==> config.mk <==
export PLATFORM = sky130hd
export DESIGN_NAME = counted_key_table_flat
export DESIGN_NICKNAME = d
export VERILOG_FILES = /design/src/hw/rtl/ckt_pkg.sv /design/src/hw/rtl/ckt_stream_if.sv /design/src/hw/rtl/counted_key_table.sv /design/src/hw/rtl/ckt_mem.sv /design/src/hw/rtl/ckt_ctrl.sv /design/src/flat_wrapper.sv
export SDC_FILE = /design/constraint.sdc
export NUM_CORES = 1
export LEC_CHECK = 0
export BUFFER_PORTS_ARGS = -buffer_cell sky130_fd_sc_hd__buf_2
export CORE_MARGIN = 2
export CORE_UTILIZATION = 59
export CTS_CLUSTER_SIZE = 40
export DETAILED_ROUTE_END_ITERATION = 16
export PLACE_DENSITY = 0.76
export RECOVER_POWER = 25
export SLEW_MARGIN = 20
export SYNTH_ARGS = -nofsm -noshare
export SYNTH_HDL_FRONTEND = slang
export SYNTH_SLANG_ARGS = --single-unit
==> constraint.sdc <==
create_clock -name i_clk -period 6.7 [get_ports i_clk]
set_clock_uncertainty 0.05 [all_clocks]
set_input_delay 0.335 -clock i_clk [delete_from_list [all_inputs] [get_ports i_clk]]
set_output_delay 0.335 -clock i_clk [all_outputs]
set_load 0.01 [all_outputs]
==> src/hw/rtl/ckt_pkg.sv <==
`timescale 1ns / 1ps
// ----------------------------------------------------------------------------
// Counted key table package
// Transaction payloads, table entry layout and status codes.
// ----------------------------------------------------------------------------
package ckt_pkg;

    localparam logic       MODE_ADD       = 1'b0;
    localparam logic       MODE_REMOVE    = 1'b1;

    localparam logic [1:0] STATUS_DONE    = 2'd0;
    localparam logic [1:0] STATUS_FULL    = 2'd1;
    localparam logic [1:0] STATUS_ABSENT  = 2'd2;

    localparam logic [7:0] COUNT_MAX      = 8'd255;
    localparam logic [7:0] COUNT_ONE      = 8'd1;

    typedef struct packed {
        logic       mode;
        logic [7:0] item_key;
        logic [3:0] item_slot;
    } t_req;

    typedef struct packed {
        logic [1:0] status;
        logic [3:0] entry_position;
        logic [7:0] key_count;
        logic [4:0] entries_in_use;
    } t_res;

    typedef struct packed {
        logic [7:0] key;
        logic [7:0] count;
        logic [3:0] slot;
    } t_entry;

endpackage

==> src/hw/rtl/ckt_stream_if.sv <==
`timescale 1ns / 1ps
// ----------------------------------------------------------------------------
// Counted key table stream interface
// Valid/ready channel that carries one payload per transaction.
// ----------------------------------------------------------------------------
interface ckt_stream_if #(
    parameter type T = logic
) ();
    logic valid;
    logic ready;
    T     data;

    modport source (output valid, output data, input ready);
    modport sink   (input valid, input data, output ready);
endinterface

==> src/hw/rtl/counted_key_table.sv <==
`timescale 1ns / 1ps
// ----------------------------------------------------------------------------
// Counted key table
// Table of keys with counts and slot tags, kept in order of first arrival.
//
//   Channel   Direction   Payload
//   i_req     in          mode, item_key, item_slot
//   o_res     out         status, entry_position, key_count, entries_in_use
//
// A transaction searches the entries in order (at least one search step, even on
// an empty table) and moves every later entry down after a deletion; the single
// compare and the one-read, one-write entry memory handle one entry at a time.
// After reset the table is empty; the entry memory is not cleared.
// A stalled result waits in the output register while the next request runs.
// ----------------------------------------------------------------------------
module counted_key_table
    import ckt_pkg::*;
#(
    parameter int CAPACITY = 16
) (
    input  logic          i_clk,
    input  logic          i_rst_n,
    ckt_stream_if.sink    i_req,
    ckt_stream_if.source  o_res
);

    localparam int AW = $clog2(CAPACITY);

    ckt_stream_if #(.T(t_res)) s_res ();

    logic [AW-1:0] rd_addr;
    logic          wr_en;
    logic [AW-1:0] wr_addr;
    t_entry        wr_data;
    t_entry        rd_data;

    logic          r_out_valid;
    t_res          r_out;

    ckt_ctrl #(
        .CAPACITY (CAPACITY)
    ) u_ctrl (
        .i_clk     (i_clk),
        .i_rst_n   (i_rst_n),
        .i_req     (i_req),
        .o_res     (s_res),
        .o_rd_addr (rd_addr),
        .o_wr_en   (wr_en),
        .o_wr_addr (wr_addr),
        .o_wr_data (wr_data),
        .i_rd_data (rd_data)
    );

    ckt_mem #(
        .DEPTH (CAPACITY)
    ) u_mem (
        .i_clk     (i_clk),
        .i_wr_en   (wr_en),
        .i_wr_addr (wr_addr),
        .i_wr_data (wr_data),
        .i_rd_addr (rd_addr),
        .o_rd_data (rd_data)
    );

    assign s_res.ready = !r_out_valid || o_res.ready;

    always_ff @(posedge i_clk) begin
        if (!i_rst_n) begin
            r_out_valid <= 1'b0;
        end else if (s_res.valid && s_res.ready) begin
            r_out_valid <= 1'b1;
        end else if (o_res.ready) begin
            r_out_valid <= 1'b0;
        end
        if (s_res.valid && s_res.ready) begin
            r_out <= s_res.data;
        end
    end

    assign o_res.valid = r_out_valid;
    assign o_res.data  = r_out;

    a_busy_not_ready: assert property (@(posedge i_clk) disable iff (!i_rst_n)
        s_res.valid |-> !i_req.ready)
        else $error("Request accepted while a result is pending.");

    a_one_at_a_time: assert property (@(posedge i_clk) disable iff (!i_rst_n)
        (i_req.valid && i_req.ready) |=> !i_req.ready)
        else $error("Request accepted on two consecutive cycles.");

    a_fail_fields_zero: assert property (@(posedge i_clk) disable iff (!i_rst_n)
        (o_res.valid && (o_res.data.status == STATUS_FULL
                         || o_res.data.status == STATUS_ABSENT))
        |-> (o_res.data.key_count == 8'd0 && o_res.data.entry_position == 4'd0))
        else $error("Failed transaction reports a position or count.");

    a_result_loaded: assert property (@(posedge i_clk) disable iff (!i_rst_n)
        (s_res.valid && s_res.ready) |=> (o_res.valid && o_res.data == $past(s_res.data)))
        else $error("Output register did not take the finished result.");

endmodule

==> src/hw/rtl/ckt_mem.sv <==
`timescale 1ns / 1ps
// ----------------------------------------------------------------------------
// Counted key table entry memory
// One write port and one read port with registered read data.
// ----------------------------------------------------------------------------
module ckt_mem
    import ckt_pkg::*;
#(
    parameter int DEPTH = 16,
    localparam int AW   = $clog2(DEPTH)
) (
    input  logic          i_clk,
    input  logic          i_wr_en,
    input  logic [AW-1:0] i_wr_addr,
    input  t_entry        i_wr_data,
    input  logic [AW-1:0] i_rd_addr,
    output t_entry        o_rd_data
);

    t_entry r_mem [DEPTH];
    t_entry r_rd_data;

    always_ff @(posedge i_clk) begin
        if (i_wr_en) begin
            r_mem[i_wr_addr] <= i_wr_data;
        end
        r_rd_data <= r_mem[i_rd_addr];
    end

    assign o_rd_data = r_rd_data;

endmodule

==> src/hw/rtl/ckt_ctrl.sv <==
`timescale 1ns / 1ps
// ----------------------------------------------------------------------------
// Counted key table sequencer
// Walks the entries with one key comparator, updates counts, appends new
// entries and moves later entries down after a deletion.
// ----------------------------------------------------------------------------
module ckt_ctrl
    import ckt_pkg::*;
#(
    parameter int CAPACITY = 16,
    localparam int AW      = $clog2(CAPACITY),
    localparam int UW      = $clog2(CAPACITY + 1)
) (
    input  logic                 i_clk,
    input  logic                 i_rst_n,
    ckt_stream_if.sink           i_req,
    ckt_stream_if.source         o_res,
    output logic [AW-1:0]        o_rd_addr,
    output logic                 o_wr_en,
    output logic [AW-1:0]        o_wr_addr,
    output t_entry               o_wr_data,
    input  t_entry               i_rd_data
);

    typedef enum logic [1:0] {
        S_IDLE,
        S_SEARCH,
        S_SHIFT,
        S_DONE
    } t_state;

    t_state        r_state, n_state;
    t_req          r_req,   n_req;
    logic [UW-1:0] r_idx,   n_idx;
    logic [UW-1:0] r_used,  n_used;
    logic [1:0]    r_status, n_status;
    logic [3:0]    r_pos,   n_pos;
    logic [7:0]    r_cnt,   n_cnt;

    logic [UW-1:0] idx_inc;
    logic          hit;
    logic          last;
    logic [AW+3:0] idx_ext;
    logic [AW+3:0] used_pos_ext;
    logic [UW+4:0] used_ext;

    assign idx_inc      = r_idx + UW'(1);
    assign hit          = (r_idx < r_used) && (i_rd_data.key == r_req.item_key);
    assign last         = idx_inc >= r_used;
    assign idx_ext      = {4'b0, r_idx[AW-1:0]};
    assign used_pos_ext = {4'b0, r_used[AW-1:0]};
    assign used_ext     = {5'b0, r_used};

    always_comb begin
        n_state   = r_state;
        n_req     = r_req;
        n_idx     = r_idx;
        n_used    = r_used;
        n_status  = r_status;
        n_pos     = r_pos;
        n_cnt     = r_cnt;
        o_wr_en   = 1'b0;
        o_wr_addr = r_idx[AW-1:0];
        o_wr_data = i_rd_data;

        case (r_state)
            S_IDLE: begin
                if (i_req.valid) begin
                    n_req   = i_req.data;
                    n_idx   = '0;
                    n_state = S_SEARCH;
                end
            end
            S_SEARCH: begin
                if (hit) begin
                    n_status = STATUS_DONE;
                    n_pos    = idx_ext[3:0];
                    n_state  = S_DONE;
                    if (r_req.mode == MODE_ADD) begin
                        n_cnt = (i_rd_data.count == COUNT_MAX) ? COUNT_MAX
                                                               : i_rd_data.count + 8'd1;
                        o_wr_en         = 1'b1;
                        o_wr_data.count = n_cnt;
                    end else if (i_rd_data.count > COUNT_ONE) begin
                        n_cnt           = i_rd_data.count - 8'd1;
                        o_wr_en         = 1'b1;
                        o_wr_data.count = n_cnt;
                    end else begin
                        n_cnt  = '0;
                        n_used = r_used - UW'(1);
                        if (idx_inc < r_used) begin
                            n_idx   = idx_inc;
                            n_state = S_SHIFT;
                        end
                    end
                end else if (last) begin
                    n_pos   = '0;
                    n_cnt   = '0;
                    n_state = S_DONE;
                    if (r_req.mode == MODE_REMOVE) begin
                        n_status = STATUS_ABSENT;
                    end else if (r_used >= UW'(CAPACITY)) begin
                        n_status = STATUS_FULL;
                    end else begin
                        n_status  = STATUS_DONE;
                        n_pos     = used_pos_ext[3:0];
                        n_cnt     = COUNT_ONE;
                        n_used    = r_used + UW'(1);
                        o_wr_en   = 1'b1;
                        o_wr_addr = r_used[AW-1:0];
                        o_wr_data = '{key: r_req.item_key, count: COUNT_ONE,
                                      slot: r_req.item_slot};
                    end
                end else begin
                    n_idx = idx_inc;
                end
            end
            S_SHIFT: begin
                o_wr_en   = 1'b1;
                o_wr_addr = AW'(r_idx - UW'(1));
                o_wr_data = i_rd_data;
                if (r_idx < r_used) begin
                    n_idx = idx_inc;
                end else begin
                    n_state = S_DONE;
                end
            end
            S_DONE: begin
                if (o_res.ready) begin
                    n_state = S_IDLE;
                end
            end
            default: begin
                n_state = S_IDLE;
            end
        endcase
    end

    always_ff @(posedge i_clk) begin
        if (!i_rst_n) begin
            r_state <= S_IDLE;
            r_used  <= '0;
        end else begin
            r_state <= n_state;
            r_used  <= n_used;
        end
        r_req    <= n_req;
        r_idx    <= n_idx;
        r_status <= n_status;
        r_pos    <= n_pos;
        r_cnt    <= n_cnt;
    end

    assign o_rd_addr   = n_idx[AW-1:0];
    assign i_req.ready = (r_state == S_IDLE);
    assign o_res.valid = (r_state == S_DONE);
    assign o_res.data  = '{status: r_status, entry_position: r_pos, key_count: r_cnt,
                          entries_in_use: used_ext[4:0]};

endmodule

==> src/flat_wrapper.sv <==
// flat-port wrapper written by rule: the top's interface ports become plain ports
module counted_key_table_flat import ckt_pkg::*;
#(
    parameter int CAPACITY = 16
)
  (i_clk, i_rst_n, i_req_valid, i_req_data, i_req_ready, o_res_valid, o_res_data, o_res_ready);
  ckt_stream_if #(.T(t_req)) i_req_i ();
  ckt_stream_if #(.T(t_res)) o_res_i ();
  input  logic i_clk;
  input  logic i_rst_n;
  input wire logic [$bits(i_req_i.valid)-1:0] i_req_valid;
  input wire logic [$bits(i_req_i.data)-1:0] i_req_data;
  output wire logic [$bits(i_req_i.ready)-1:0] i_req_ready;
  output wire logic [$bits(o_res_i.valid)-1:0] o_res_valid;
  output wire logic [$bits(o_res_i.data)-1:0] o_res_data;
  input wire logic [$bits(o_res_i.ready)-1:0] o_res_ready;
  assign i_req_i.valid = i_req_valid;
  assign i_req_i.data = i_req_data;
  assign i_req_ready = i_req_i.ready;
  assign o_res_valid = o_res_i.valid;
  assign o_res_data = o_res_i.data;
  assign o_res_i.ready = o_res_ready;
  counted_key_table #(.CAPACITY(CAPACITY)) u_core (.i_clk(i_clk), .i_rst_n(i_rst_n), .i_req(i_req_i), .o_res(o_res_i));
endmodule
==> results.ini, run 1 <==
[run_status]
run_status = complete, no violations

[die]
fp-row-count = 55
dieWidth_microns = 157
io_pins = 38
total_die_area_sq_um = 24600
start_util_pct = 60.6
fp.dieH_microns = 157
floorplan.core_area_sq_um = 22800

[worst_setup_path]
critPathMaxStageDelay_ns = 0.88
buf_inv_on_cp = 2
crit_chain = inv_1 > ha_1 > a21o_1 > a21o_1 > nor3_1 > nand2_1 > clkinv_1 > o21ai_0 > or2_2 > and2_1 > nor2b_1 > nand2_1 > nor2_2
critical_path_required_ns = 6.84
crit_path_end_kind = flop
crit_path_max_fanout = 16
crit_type = flop to flop
critical_path.slowest_cell = sky130_fd_sc_hd__nor2_2
worst-endpoint-arrival_ns = 5.37
cp_top_family = simple AND/OR/NAND/NOR gates
critPathLaunchType = flop

[timing]
fmax_mhz = 191
max-slew-margin-rel_pct = 26.5
hold_viol = 0
setup_repair_after_global_routing_missed_its_margin = false
min_period_over_period_pct = 78.0
timing.final.crit_period_ns = 5.23
report.final.setup_viol = 0
worst_pin_slew_ns = 1.10
slew_viol_final = 0
minimum_hold_slack_ns = 0.0306
finalSetupTns_ns = 0

[run]
timing.max_cap.violations = 0

[finish]
area_used_by_multi_input_combinational_logic_sq_um = 3960
post_route_cells_drive_above_1_share_pct = 9.57
layout-area-overhead-vs-synth_pct = 10.9
nets = 1176
antennaDiodeCount = 0
fill_cells = 1643
final-seq-area_sq_um = 9540

[yosys]
synth_area_sq_um = 13800
ys.flop_type = sky130_fd_sc_hd__edfxtp_1
synth.ff_latch_count = 327
async_flop_share_pct = 0
syn_inst = 1097
synth_cell_type_count = 63
postSynthAreaPerCell_sq_um = 12.6
yosysWarnings = 0
synth_seq_area_share_pct = 69.1
synth_nets = 1138
synth_enable_flop_cells = 299

[global_routing]
global_route.peak_usage_layer = met2
use_met2_pct = 43.1
overflow_left_after_global_routing = 0
gr-usage-all-layers_pct = 25.9
grt_antenna_before_repair = 0
grt_pass1_wl_microns = 48200
globalRouteMet3Util_pct = 3.88
grt.met1_usage_pct = 35.4
grt_start_max_net_pins = 68
number_of_global_route_vias_before_repair = 8721

[placed_design]
portBuffers = 33
hpwl_microns = 17700
placer_congestion_estimate = 0.900

[clock_network]
cts_tree = built
clk_pin_slew_worst_paths_ns = 0.06
clkSinkCount = 327
clkLatencyLatePin_ns = 0.58
cts.htree.levels = 1
post-cts-setup-buffers = 0
cts-root-buf = sky130_fd_sc_hd__clkbuf_16
numCtsBuffers = 31
clock_path_buffers = 3

[pwr]
power.static_leakage_nw = 5.09
cellPowerDensity_nw_per_um2 = 428
finalPower_mw = 6.55
irDropWorstVdd_mv = 0.293

[route]
postRouteWirelength_microns = 31400
number_of_drc_violations_after_detailed_routing_iteration_0 = 973
vias_per_inst = 6.11
wl_per_cell_microns = 21.3
via_count = 8994
drcViolationCount = 0
detail-route-antenna-nets = 0
drt_pass1_iterations = 5

[min_path]
hp-class = input port to flop

[registers in the layout, summed over array words and instances (netlist names)]
signal,flops
u_core.u_ctrl.r_state,2
u_core.u_ctrl.r_idx,5
u_core.u_mem.o_rd_data,16
u_core.o_res.valid,1
u_core.u_ctrl.r_cnt,8
u_core.o_res.data,19
u_core.u_ctrl.r_used,5
u_core.u_ctrl.r_status,2
u_core.u_ctrl.r_pos,4
u_core.u_mem.r_mem,256
u_core.u_ctrl.r_req,9
[kinds of logic after synthesis]
kind of cell,after synthesis,share of synthesized area [%]
AND/OR/NAND/NOR,388,12.0
flip-flops,327,69.1
XOR/XNOR,20,1.27
adder cells (fa/ha/maj),24,2.23
AO/OA/AOI/OAI,237,11.2
buffers and inverters,82,2.69
multiplexers,19,1.46
[through the flow]
stage	util [%]	std cells	setup WS, ns	area [sq um]
after global placement	62.8	1406	1.58	14300
after global routing	67.2	1473	0.963	15300
after CTS	67.3	1473	1.42	15300
after floorplan	-	1097	2.54	13800
after detailed placement	62.8	1406	1.41	14300
final	67.2	1473	1.47	15300
[layout make-up]
cell class / count / area share, %
sequential: 327 / 62.3
multi-input combinational: 688 / 25.9
clock inverter: 15 / 0.752
timing repair buffer: 65 / 2.56
inverter: 22 / 0.572
tap: 313 / 2.56
clock buffer: 43 / 5.36
[cell usage after synthesis, types with 4 or more instances]
library cell / instances / area, sq um
sky130_fd_sc_hd__and3_1: 5 / 31.3
sky130_fd_sc_hd__nor3_1: 14 / 70.1
sky130_fd_sc_hd__and2_1: 8 / 50.1
sky130_fd_sc_hd__xnor2_1: 12 / 105
sky130_fd_sc_hd__inv_1: 18 / 67.6
sky130_fd_sc_hd__o21ai_1: 15 / 75.1
sky130_fd_sc_hd__a21oi_1: 95 / 475
sky130_fd_sc_hd__a32oi_1: 13 / 114
sky130_fd_sc_hd__nand2_1: 155 / 582
sky130_fd_sc_hd__ha_1: 23 / 288
sky130_fd_sc_hd__a22o_1: 7 / 61.3
sky130_fd_sc_hd__a221oi_1: 6 / 52.6
sky130_fd_sc_hd__nor2_1: 137 / 514
sky130_fd_sc_hd__dfxtp_1: 28 / 561
sky130_fd_sc_hd__o21ai_0: 26 / 130
sky130_fd_sc_hd__clkbuf_1: 29 / 109
sky130_fd_sc_hd__mux2_2: 9 / 101
sky130_fd_sc_hd__nand3_1: 35 / 175
sky130_fd_sc_hd__a31oi_1: 6 / 37.5
sky130_fd_sc_hd__nand2b_1: 6 / 37.5
sky130_fd_sc_hd__buf_2: 23 / 115
sky130_fd_sc_hd__xor2_1: 8 / 70.1
sky130_fd_sc_hd__mux2i_1: 10 / 100
sky130_fd_sc_hd__o22ai_1: 15 / 93.8
sky130_fd_sc_hd__o221ai_1: 12 / 105
sky130_fd_sc_hd__nor2b_1: 7 / 43.8
sky130_fd_sc_hd__a21o_1: 4 / 30.0
sky130_fd_sc_hd__nand4_1: 6 / 37.5
sky130_fd_sc_hd__a22oi_1: 15 / 113
sky130_fd_sc_hd__edfxtp_1: 299 / 8980
[final timing paths]
kind                                        startpoint                                  to  slack [ns]  cells after the start
hold reg to reg       u_core.u_ctrl.r_pos[1]$_DFFE_PP_     u_core.o_res.data[14]$_DFFE_PP_        0.37                      0
setup reg to reg  u_core.u_ctrl.r_used[3]$_SDFFE_PN0P_  u_core.u_mem.r_mem[1][5]$_DFFE_PP_        1.47                     13
hold / removal                                 i_rst_n     u_core.o_res.valid$_SDFFE_PN0P_        0.03                      2
setup / recovery  u_core.u_ctrl.r_used[3]$_SDFFE_PN0P_  u_core.u_mem.r_mem[1][5]$_DFFE_PP_        1.47                     13
[report_power, final]
| part | total (mW) | switching [mW] | internal [mW] | leakage, nW |
|---|---|---|---|---|
| Sequential | 2.91 | 0.132 | 2.78 | 2.93 |
| Clock | 1.63 | 0.731 | 0.897 | 0.456 |
| Combinational | 2.01 | 1.43 | 0.581 | 1.70 |
[layer usage]
| layer | wire length [microns] | share of wire, % |
|---|---|---|
| met5 | 0 | 0 |
| met4 | 856 | 2.7 |
| met2 | 15100 | 48 |
| met3 | 2730 | 8.7 |
| met1 | 12600 | 40 |
[layout by cell type, fill, tap and decap left out, types with 4 or more instances in the layout]
cell type	netlist	layout
sky130_fd_sc_hd__a21o_1	4	4
sky130_fd_sc_hd__a21oi_1	95	95
sky130_fd_sc_hd__a221oi_1	6	6
sky130_fd_sc_hd__a22o_1	7	7
sky130_fd_sc_hd__a22oi_1	15	15
sky130_fd_sc_hd__a31oi_1	6	6
sky130_fd_sc_hd__a32oi_1	13	13
sky130_fd_sc_hd__and2_1	8	5
sky130_fd_sc_hd__and3_1	5	5
sky130_fd_sc_hd__buf_2	23	10
sky130_fd_sc_hd__buf_4	3	21
sky130_fd_sc_hd__clkbuf_1	29	37
sky130_fd_sc_hd__clkbuf_16	0	31
sky130_fd_sc_hd__clkinv_1	2	7
sky130_fd_sc_hd__clkinv_2	0	6
sky130_fd_sc_hd__dfxtp_1	28	28
sky130_fd_sc_hd__dlygate4sd3_1	0	9
sky130_fd_sc_hd__edfxtp_1	299	299
sky130_fd_sc_hd__ha_1	23	23
sky130_fd_sc_hd__inv_1	18	18
sky130_fd_sc_hd__mux2_2	9	6
sky130_fd_sc_hd__mux2i_1	10	10
sky130_fd_sc_hd__nand2_1	155	155
sky130_fd_sc_hd__nand2b_1	6	6
sky130_fd_sc_hd__nand3_1	35	36
sky130_fd_sc_hd__nand4_1	6	6
sky130_fd_sc_hd__nor2_1	137	120
sky130_fd_sc_hd__nor2_2	0	15
sky130_fd_sc_hd__nor2b_1	7	7
sky130_fd_sc_hd__nor3_1	14	14
sky130_fd_sc_hd__o21ai_0	26	28
sky130_fd_sc_hd__o21ai_1	15	13
sky130_fd_sc_hd__o221ai_1	12	12
sky130_fd_sc_hd__o22ai_1	15	15
sky130_fd_sc_hd__xnor2_1	12	12
sky130_fd_sc_hd__xor2_1	8	8
[what timing repair did]
item / in CTS / in global routing
resized for setup: 0 / 0
hold buffers: 9 / 0
hold endpoints to repair: 9 / 0
(Power assumes the default switching activity.)
==> inputs of run 2 (changes only) <==
CORE_UTILIZATION = 56   (was 59)
clock period = 4.3 ns   (was 6.7 ns; I/O delays follow)
==> run 2 against run 1 <==
Effect of this change:
- combinational power grew 72%
- clock-buffer cell count grew 1
- final area grew 4.7%
- hold slack gained 0.11 ns
- via count grew 2.9%
- global-route usage shrank 1.5 points
- register-to-register slack lost 1.3 ns
- setup slack lost 1.3 ns
- largest power group unchanged
==> results.ini, run 2 (same netlist as run 1, synthesis figures left out) <==
[finish]
nets = 1229
layout-area-overhead-vs-synth_pct = 16.1
antennaDiodeCount = 0
final_util_pct = 66.1
final-seq-area_sq_um = 9540
most-common-layout-cells = sky130_fd_sc_hd__edfxtp_1, sky130_fd_sc_hd__nand2_1, sky130_fd_sc_hd__nor2_1
area_used_by_multi_input_combinational_logic_sq_um = 3960
post_route_cells_drive_above_1_share_pct = 14.0
largest_reg_flops = 256
largest_register = u_core.u_mem.r_mem
fill_cells = 1751
mostFrequentLayoutCell = sky130_fd_sc_hd__edfxtp_1

[clock_network]
cts-root-buf = sky130_fd_sc_hd__clkbuf_16
cts_tree = built
clkLatencyLatePin_ns = 0.58
numCtsBuffers = 31
clk_pin_slew_worst_paths_ns = 0.07
clkSinkCount = 327
cts.htree.levels = 1
clock_path_buffers = 3

[timing]
slew_viol_final = 0
fmax_mhz = 245
worst_pin_slew_ns = 1.17
hold_viol = 0
finalSetupTns_ns = 0
setup_repair_after_global_routing_missed_its_margin = false
report.final.setup_viol = 0
max-slew-margin-rel_pct = 21.5
timing.final.crit_period_ns = 4.08
min_period_over_period_pct = 95.0

[pwr]
irDropWorstVdd_mv = 0.389
power.static_leakage_nw = 5.46
pwr-share-clk_pct = 25.5
p_sw_mw = 3.69
power.switching_fraction_pct = 34.4
cellPowerDensity_nw_per_um2 = 668
seqPwrFrac_pct = 42.3
finalPower_mw = 10.7
combPwrFrac_pct = 32.2
cellInternalPower_mw = 7.02

[route]
via_count = 9253
vias_per_inst = 6.02
drt_pass1_iterations = 6
detail-route-antenna-nets = 0
wl_per_cell_microns = 20.6
postRouteWirelength_microns = 31600
number_of_drc_violations_after_detailed_routing_iteration_0 = 913
drcViolationCount = 0

[global_routing]
grt_start_max_net_pins = 76
number_of_global_route_vias_before_repair = 9055
gr-usage-all-layers_pct = 24.3
grt_antenna_before_repair = 0
grt_pass1_wl_microns = 49100
overflow_left_after_global_routing = 0

[worst_setup_path]
critical_path_required_ns = 4.75
crit_type = flop to flop
crit_path_max_fanout = 14
crit_path_end_kind = flop
worst-endpoint-arrival_ns = 4.54
critPathLaunchType = flop

[die]
fp.dieH_microns = 161
total_die_area_sq_um = 25900
fp-row-count = 57
start_util_pct = 56.9
dieWidth_microns = 161
floorplan.core_area_sq_um = 24200
io_pins = 38

[run]
timing.max_cap.violations = 0

[run_status]
run_status = complete, no violations

[placed_design]
portBuffers = 33
placer_congestion_estimate = 0.870
hpwl_microns = 20200

[min_path]
hp-class = input port to flop

run 2: layout make-up:
cell class	count	share of cell area, %
repair buffers	118	6.21
well taps	324	2.53
inverters	22	0.547
clock inverters	14	0.890
multi-input cells	688	24.7
clock buffers	44	5.58
flip-flops and latches	327	59.5
run 2: final timing paths:
| check | from | to | slack (ns) | cells past startpoint |
|---|---|---|---|---|
| max | u_core.u_ctrl.r_idx[1]$_DFF_P_ | u_core.u_mem.o_rd_data[4]$_DFF_P_ | 0.22 | 14 |
| min | i_req_valid | u_core.u_ctrl.r_idx[4]$_DFFE_PP_ | 0.14 | 3 |
| min reg2reg | u_core.u_ctrl.r_cnt[7]$_SDFFCE_PN0P_ | u_core.o_res.data[12]$_DFFE_PP_ | 0.37 | 0 |
| max reg2reg | u_core.u_ctrl.r_idx[1]$_DFF_P_ | u_core.u_mem.o_rd_data[4]$_DFF_P_ | 0.22 | 14 |
run 2: what timing repair did:
item / CTS / global route
endpoints found under the hold margin: 17 / 0
endpoints found under the setup margin: 0 / 256
resized for setup: 0 / 4
setup buffers: 0 / 6
hold buffers: 11 / 0
run 2: critical path: stages, from the launching register on:
cell	delay, ns
sky130_fd_sc_hd__dfxtp_1	0.49
sky130_fd_sc_hd__ha_1	0.23
sky130_fd_sc_hd__nand3_1	0.10
sky130_fd_sc_hd__xnor2_1	0.21
sky130_fd_sc_hd__ha_1	0.29
sky130_fd_sc_hd__a21oi_1	0.14
sky130_fd_sc_hd__o21ai_1	0.15
sky130_fd_sc_hd__nor3_4	0.23
sky130_fd_sc_hd__nand3_2	0.19
sky130_fd_sc_hd__a2111oi_4	0.43
sky130_fd_sc_hd__a311oi_4	0.09
sky130_fd_sc_hd__buf_12	0.18
sky130_fd_sc_hd__nor2_1	0.75
sky130_fd_sc_hd__a32oi_1	0.28
sky130_fd_sc_hd__o21ai_1	0.18
run 2: power groups by stage:
stage / clock network [mW] / registers, mW / logic [mW]
CTS: 2.76 / 4.52 / 3.38
finish: 2.73 / 4.53 / 3.45
floorplan: 0 / 4.50 / 2.21
global placement: 0 / 4.57 / 3.25
global route: 2.88 / 4.56 / 3.77
detailed placement: 0 / 4.59 / 3.35
run 2: layer usage:
layer	GRT usage [%]	part of all wire, %	up-vias
met4	7.02	2.4	0
met2	41.8	50	370
met5	0	0	-
met3	3.75	6.8	61
met1	32.6	41	4593
li1	-	-	4229
run 2: per-stage QoR:
step / cells / area, sq um / hold WS, ns / worst slack (ns)
global route: 1537 / 16000 / 0.207 / 0.0317
floorplan: 1097 / 13800 / 0.264 / 0.142
finish: 1537 / 16000 / 0.141 / 0.217
global placement: 1462 / 14900 / 0.342 / 0.204
CTS: 1531 / 16000 / 0.118 / 0.104
detailed placement: 1462 / 14900 / 0.343 / 0.119
